[src/design/kinematic_bicycle_step_core_assert.svh]
// assertion macros shared by the step core
`ifndef KINEMATIC_BICYCLE_STEP_CORE_ASSERT_SVH
`define KINEMATIC_BICYCLE_STEP_CORE_ASSERT_SVH

// same-cycle implication, checked out of reset
`define KBS_ASSERT_NOW(lbl, ante, cons) \
  lbl: assert property (@(posedge clk) disable iff (!rst_n) (ante) |-> (cons)) \
    else $error("kbs check failed");

// next-cycle implication, checked out of reset
`define KBS_ASSERT_NEXT(lbl, ante, cons) \
  lbl: assert property (@(posedge clk) disable iff (!rst_n) (ante) |=> (cons)) \
    else $error("kbs check failed");

`endif

[src/design/kbs_pkg.sv]
// shared types, constants and the cordic angle table for the step core
`timescale 1ns / 1ps

package kbs_pkg;

  // register indexes of the configuration port
  localparam logic [1:0] CFG_WB    = 2'd0;
  localparam logic [1:0] CFG_ACCEL = 2'd1;
  localparam logic [1:0] CFG_STEER = 2'd2;

  // register reset values and limits
  localparam logic [12:0] WB_RESET    = 13'd640;
  localparam logic [12:0] ACCEL_RESET = 13'd256;
  localparam logic [12:0] WB_MIN      = 13'd128;
  localparam logic [12:0] WB_MAX      = 13'd4096;
  localparam logic signed [12:0] ACCEL_LIM = 13'sd2048;
  localparam logic signed [14:0] STEER_LIM = 15'sd14563;
  localparam logic signed [23:0] SPEED_LIM = 24'sd6553600;

  // state reset values
  localparam logic [31:0] X_RESET = 32'd276409;
  localparam logic [31:0] Y_RESET = 32'd1640024;

  // cordic gain in Q30 and 2^32 / (2 pi)
  localparam longint unsigned GAIN_Q30 = 64'd652032874;
  localparam logic [29:0] INV_2PI_Q32 = 30'd683565276;

  // divider widths
  localparam int DIV_W = 46;
  localparam int DEN_W = 28;

  // controller to datapath commands
  typedef struct packed {
    logic load;
    logic dist_calc;
    logic cordic_go;
    logic trig_steer;
    logic pos_mul;
    logic pos_add;
    logic div_go;
    logic div_turn;
    logic tan_mul;
    logic mul_lo;
    logic mul_hi;
    logic finish;
  } kbs_cmd_t;

  // datapath to controller status
  typedef struct packed {
    logic cordic_busy;
    logic div_busy;
    logic out_full;
  } kbs_sts_t;

  // atan(2^-i), 2^32 per turn
  function automatic logic [31:0] atan_ang(input logic [4:0] idx);
    logic [31:0] a;
    unique case (idx)
      5'd0:  a = 32'h20000000;
      5'd1:  a = 32'h12E4051D;
      5'd2:  a = 32'h09FB385B;
      5'd3:  a = 32'h051111D4;
      5'd4:  a = 32'h028B0D43;
      5'd5:  a = 32'h0145D7E1;
      5'd6:  a = 32'h00A2F61E;
      5'd7:  a = 32'h00517C55;
      5'd8:  a = 32'h0028BE53;
      5'd9:  a = 32'h00145F2E;
      5'd10: a = 32'h000A2F98;
      5'd11: a = 32'h000517CC;
      5'd12: a = 32'h00028BE6;
      5'd13: a = 32'h000145F3;
      5'd14: a = 32'h0000A2F9;
      5'd15: a = 32'h0000517C;
      5'd16: a = 32'h000028BE;
      5'd17: a = 32'h0000145F;
      5'd18: a = 32'h00000A2F;
      5'd19: a = 32'h00000517;
      5'd20: a = 32'h0000028B;
      5'd21: a = 32'h00000145;
      5'd22: a = 32'h000000A2;
      5'd23: a = 32'h00000051;
      default: a = 32'h0;
    endcase
    return a;
  endfunction

endpackage

[src/design/kbs_ctrl.sv]
// sequencing state machine for one euler step
`timescale 1ns / 1ps

module kbs_ctrl (
  input  logic clk,
  input  logic rst_n,
  input  logic in_valid,
  output logic in_ready,
  input  kbs_pkg::kbs_sts_t sts,
  output kbs_pkg::kbs_cmd_t cmd
);

  localparam logic [3:0] ST_IDLE  = 4'd0;
  localparam logic [3:0] ST_DIST  = 4'd1;
  localparam logic [3:0] ST_COS1  = 4'd2;
  localparam logic [3:0] ST_POS   = 4'd3;
  localparam logic [3:0] ST_COS2  = 4'd4;
  localparam logic [3:0] ST_DIV1  = 4'd5;
  localparam logic [3:0] ST_DIV2S = 4'd6;
  localparam logic [3:0] ST_DIV2  = 4'd7;
  localparam logic [3:0] ST_MULH  = 4'd8;
  localparam logic [3:0] ST_FIN   = 4'd9;

  logic [3:0] state_r, state_nxt;

  assign in_ready = (state_r == ST_IDLE);

  // next state and commands
  always_comb begin
    cmd = '0;
    state_nxt = state_r;
    unique case (state_r)
      ST_IDLE: begin
        if (in_valid) begin
          cmd.load = 1'b1;
          state_nxt = ST_DIST;
        end
      end
      ST_DIST: begin
        cmd.dist_calc = 1'b1;
        cmd.cordic_go = 1'b1;
        state_nxt = ST_COS1;
      end
      ST_COS1: begin
        if (!sts.cordic_busy) begin
          cmd.pos_mul = 1'b1;
          cmd.cordic_go = 1'b1;
          cmd.trig_steer = 1'b1;
          state_nxt = ST_POS;
        end
      end
      ST_POS: begin
        cmd.pos_add = 1'b1;
        state_nxt = ST_COS2;
      end
      ST_COS2: begin
        if (!sts.cordic_busy) begin
          cmd.div_go = 1'b1;
          state_nxt = ST_DIV1;
        end
      end
      ST_DIV1: begin
        if (!sts.div_busy) begin
          cmd.tan_mul = 1'b1;
          state_nxt = ST_DIV2S;
        end
      end
      ST_DIV2S: begin
        cmd.div_go = 1'b1;
        cmd.div_turn = 1'b1;
        state_nxt = ST_DIV2;
      end
      ST_DIV2: begin
        if (!sts.div_busy) begin
          cmd.mul_lo = 1'b1;
          state_nxt = ST_MULH;
        end
      end
      ST_MULH: begin
        cmd.mul_hi = 1'b1;
        state_nxt = ST_FIN;
      end
      ST_FIN: begin
        if (!sts.out_full) begin
          cmd.finish = 1'b1;
          state_nxt = ST_IDLE;
        end
      end
      default: state_nxt = ST_IDLE;
    endcase
  end

  // state register
  always_ff @(posedge clk) begin
    if (!rst_n) begin
      state_r <= ST_IDLE;
    end else begin
      state_r <= state_nxt;
    end
  end

endmodule

[config.mk]
export PLATFORM = sky130hd
export DESIGN_NAME = kbs_ctrl
export DESIGN_NICKNAME = d
export VERILOG_FILES = /design/src/design/kinematic_bicycle_step_core_assert.svh /design/src/design/kbs_pkg.sv /design/src/design/kbs_ctrl.sv
export SDC_FILE = /design/constraint.sdc
export NUM_CORES = 1
export LEC_CHECK = 0
export BUFFER_PORTS_ARGS = -buffer_cell sky130_fd_sc_hd__buf_4
export CAP_MARGIN = 30
export CORE_AREA = 2 2 39 41
export DETAILED_ROUTE_END_ITERATION = 10
export DIE_AREA = 0 0 41 43
export PLACE_DENSITY = 0.59
export SETUP_SLACK_MARGIN = 0.5
export SLEW_MARGIN = 20
export SYNTH_ARGS = -nofsm -noshare
export SYNTH_HDL_FRONTEND = slang
export SYNTH_SLANG_ARGS = --single-unit
[constraint.sdc]
create_clock -name clk -period 4.11 [get_ports clk]
set_input_delay 0.411 -clock clk [delete_from_list [all_inputs] [get_ports clk]]
set_output_delay 0.411 -clock clk [all_outputs]
set_load 0.005 [all_outputs]
==> Implementation_results.wiki <==
{| class="wikitable"
! Metric !! Value
|-
| Number of sinks on the clock net || 4
|-
| Startpoint of the most critical register-to-register path || state_r[1]$_SDFFE_PN0P_
|-
| Maximum fanout count along the critical path || 17
|-
| Combined area of all synthesized cells || 407 µm²
|-
| Total via count in the routed design || 452
|-
| Vertical die dimension || 43 µm
|-
| Crit-path slowest cell || dfxtp_1
|-
| Setup repair after global routing missed its margin || false
|-
| Initial core utilization || 0.294
|-
| Largest registers ranked by flip-flop count || state_r (4)
|-
| Clock latency reported for the late side of the worst-skew pair || 240 ps
|-
| Top post-synthesis cells by area || dfxtp_1, mux2i_1, nand2_1, nand2b_1, nor2_1
|-
| Fin Setup TNS || 0 ps
|-
| Final number of hold-violating endpoints || 0
|-
| Part of the cycle the worst path needs || 0.487
|-
| Register bit total from synthesis || 4
|-
| Setup fix buffers added after clock tree synthesis || 0
|-
| Number of warnings reported in the yosys synthesis log || 0
|-
| Wire length of the first global-routing pass || 1.69 mm
|-
| Type of destination of the critical path || output port
|-
| Growth of design area from synthesis to finish || 34.8%
|-
| Max Freq || 500 MHz
|-
| Area of the core region || 1380 µm²
|-
| Die span in x || 41 µm
|-
| Part of the Yosys area used for sequential elements || 0.197
|-
| Element type at the critical path start || flip-flop
|-
| Count of hold-fix buffers inserted at cts || 0
|-
| Resize count post-CTS || 0
|-
| Min Tclk post-route || 2000 ps
|-
| Cell taking the most area after synthesis || dfxtp_1
|-
| Met3 capacity usage during global routing || 0.0471
|-
| TritonCTS clock tree || built
|-
| Drt pass-1 iters || 4
|-
| Layout cells sized above 1 || 0.306
|-
| Syn nets || 63
|-
| Worst vdd ir || 0.000195 V
|-
| GR met1 Demand/Resource || 0.177
|-
| Total Routing Usage GR || 0.139
|-
| Number of DRC violations after detailed-routing iteration 0 || 8
|-
| Tightest Pin Transition || 525 ps
|-
| Data arrival time at the worst-slack endpoint || 1590 ps
|-
| Capturing point of the worst reg2reg path || state_r[1]$_SDFFE_PN0P_
|-
| Die Outline Area || 1760 µm²
|-
| Worst setup slack for register-to-register paths || 2480 ps
|-
| Max_slew headroom || 0.649
|-
| Max reg flops || 4
|-
| Clock Root Buffer || clkbuf_4
|-
| Met2 routing resource usage after global routing || 0.194
|-
| Hold Path Sink || state_r[1]$_SDFFE_PN0P_
|-
| Class of the tightest hold or removal check || input port to flip-flop
|-
| Placement-stage cell area || 526 µm²
|-
| HPWL reported at the end of detailed placement || 671 µm
|-
| Average footprint of a synthesized cell || 7.13 µm²
|-
| GRT Max-Usage Layer || met2
|-
| Post-route standard cell area excluding fillers || 548 µm²
|-
| Number of setup violations in the final report || 0
|-
| I/O pin cnt || 19
|-
| Total wire length || 1.03 mm
|-
| Ant. Diodes || 0
|-
| Clock Skew || 5.96 ps
|-
| Initial antenna violation count || 0
|-
| Top-area cell type share of the netlist area || 0.197
|-
| Number of levels in the clock H-tree || 1
|-
| Required time of the worst setup path || 3700 ps
|-
| Number of library cell types mapped by synthesis || 25
|-
| Final weighted congestion in routability-driven placement || 0.709
|-
| Cells after synthesis || 57
|-
| Series of cell instances along the critical path || nor4bb_1, nor2b_1, buf_4
|-
| Port Buffers || 18
|-
| Critical path start-end classification || flip-flop to output port
|-
| Number of fillers in the final layout || 160
|-
| Count of unresolved DRC violations after routing || 0
|-
| Number of buffers added by the clock tree synthesis step || 3
|-
| Hold path cells || 3
|-
| Final-stage net count || 80
|-
| Total count of max-transition violations in the final report || 0
|-
| Crit path largest cell delay || 640 ps
|-
| Most flop-heavy register || state_r
|-
| Post-detailed-route count of antenna-violating nets || 0
|-
| Standard-cell row count || 14
|-
| Static Leak || 0.236 nW
|-
| Routed via count divided by cell count || 5.14
|-
| Min-Delay Startpoint || rst_n
|-
| Clock edge transition at the registers on the reported setup and hold paths || 40 ps
|-
| Average wire per standard cell || 11.6 µm
|-
| Run status || complete, no violations
|-
| Total overflow reported by the global router || 0
|-
| Vias in the first global route || 379
|-
| Worst R2R Path Depth || 4
|-
| Power Dens Cells || 514 nW/µm²
|-
| Deepest clock path buffer count || 2
|-
| Pin count of the biggest net entering global routing || 18
|-
| Max Cap Viol || 0
|}
[layout make-up]
class	instances	area (µm²)	share of cell area
multi-input cells	47	290	0.530
clock buffers	3	22.5	0.0411
flip-flops and latches	4	80.1	0.146
repair buffers	18	135	0.247
well taps	16	20.0	0.0365
[worst max-delay path: cells and delay by family, from the launching register on]
kind | cells | cell delay [ps]
flops | 1 | 640
buf+inv | 1 | 110
simple gates | 2 | 590
[synth_stat cells, drive strengths merged]
| master | instances |
|---|---|
| xnor2 | 2 |
| nor2 | 6 |
| clkbuf | 2 |
| nor2b | 2 |
| nand3b | 2 |
| nand2b | 4 |
| nand3 | 4 |
| or4 | 1 |
| and4 | 1 |
| nor4bb | 1 |
| xor2 | 1 |
| nand2 | 7 |
| nor4 | 3 |
| o21ai | 2 |
| a21o | 1 |
| buf | 4 |
| dfxtp | 4 |
| nor3 | 4 |
| and2 | 1 |
| mux2i | 4 |
| nor4b | 1 |
[through the flow]
| step | util | worst slack (ps) | hold WS (ps) | power, W | cells |
|---|---|---|---|---|---|
| after CTS | 0.396 | 2080 | 464 | 0.000283 | 88 |
| after global placement | 0.380 | 2360 | 659 | 0.000228 | 85 |
| after global routing | 0.396 | 1920 | 479 | 0.000310 | 88 |
| after detailed placement | 0.380 | 2330 | 678 | 0.000231 | 85 |
| final | 0.396 | 2110 | 466 | 0.000282 | 88 |
| after floorplan | - | 2580 | 550 | 0.000186 | 57 |
[worst max-delay path by stage]
stage / depth (start not counted) / startpoint / endpoint / slack [ps]
after detailed placement: 3 / state_r[1]$_SDFFE_PN0P_ / cmd[7] / 2330
after CTS: 3 / state_r[1]$_SDFFE_PN0P_ / cmd[7] / 2080
after floorplan: 4 / state_r[0]$_SDFFE_PN0P_ / cmd[8] / 2580
after global routing: 3 / state_r[1]$_SDFFE_PN0P_ / cmd[8] / 1920
after global placement: 3 / state_r[1]$_SDFFE_PN0P_ / cmd[7] / 2360
final: 3 / state_r[0]$_SDFFE_PN0P_ / cmd[0] / 2110
[power by group]
part	internal [W]	switching, W	total (W)
Sequential	0.0000487	0.0000399	0.0000886
Combinational	0.0000840	0.0000575	0.000141
Clock	0.0000329	0.0000190	0.0000518
[cell usage in the layout, fill, tap and decap left out]
master and instances:
a21o_1 1, and2_1 1, and4_1 1, buf_4 18
clkbuf_4 3, dfxtp_1 4, mux2i_1 4, nand2_1 7
nand2b_1 4, nand3_1 3, nand3_2 1, nand3b_1 2
nor2_1 6, nor2b_1 2, nor3_1 4, nor4_1 3
nor4b_1 1, nor4bb_1 1, o21ai_0 1, o21ai_1 1
or4_1 1, xnor2_1 2, xor2_1 1
[cells by family (layout without fill, tap and decap cells)]
kind of cell	after synthesis	in the layout	synth area share
simple gates	37	37	0.508
mux	4	4	0.0985
flops	4	4	0.197
compound gates	3	3	0.0431
buf+inv	6	21	0.0892
xor+xnor	3	3	0.0646
[metal layers]
metal  up-vias  wire, µm  part of all wire
li1        230         -                 -
met1       202       472              0.46
met2        18       457              0.45
met3         2        79             0.077
met4         0        16             0.016
met5         -         0                 0
No activity file was read; power rests on OpenSTA's default activity.
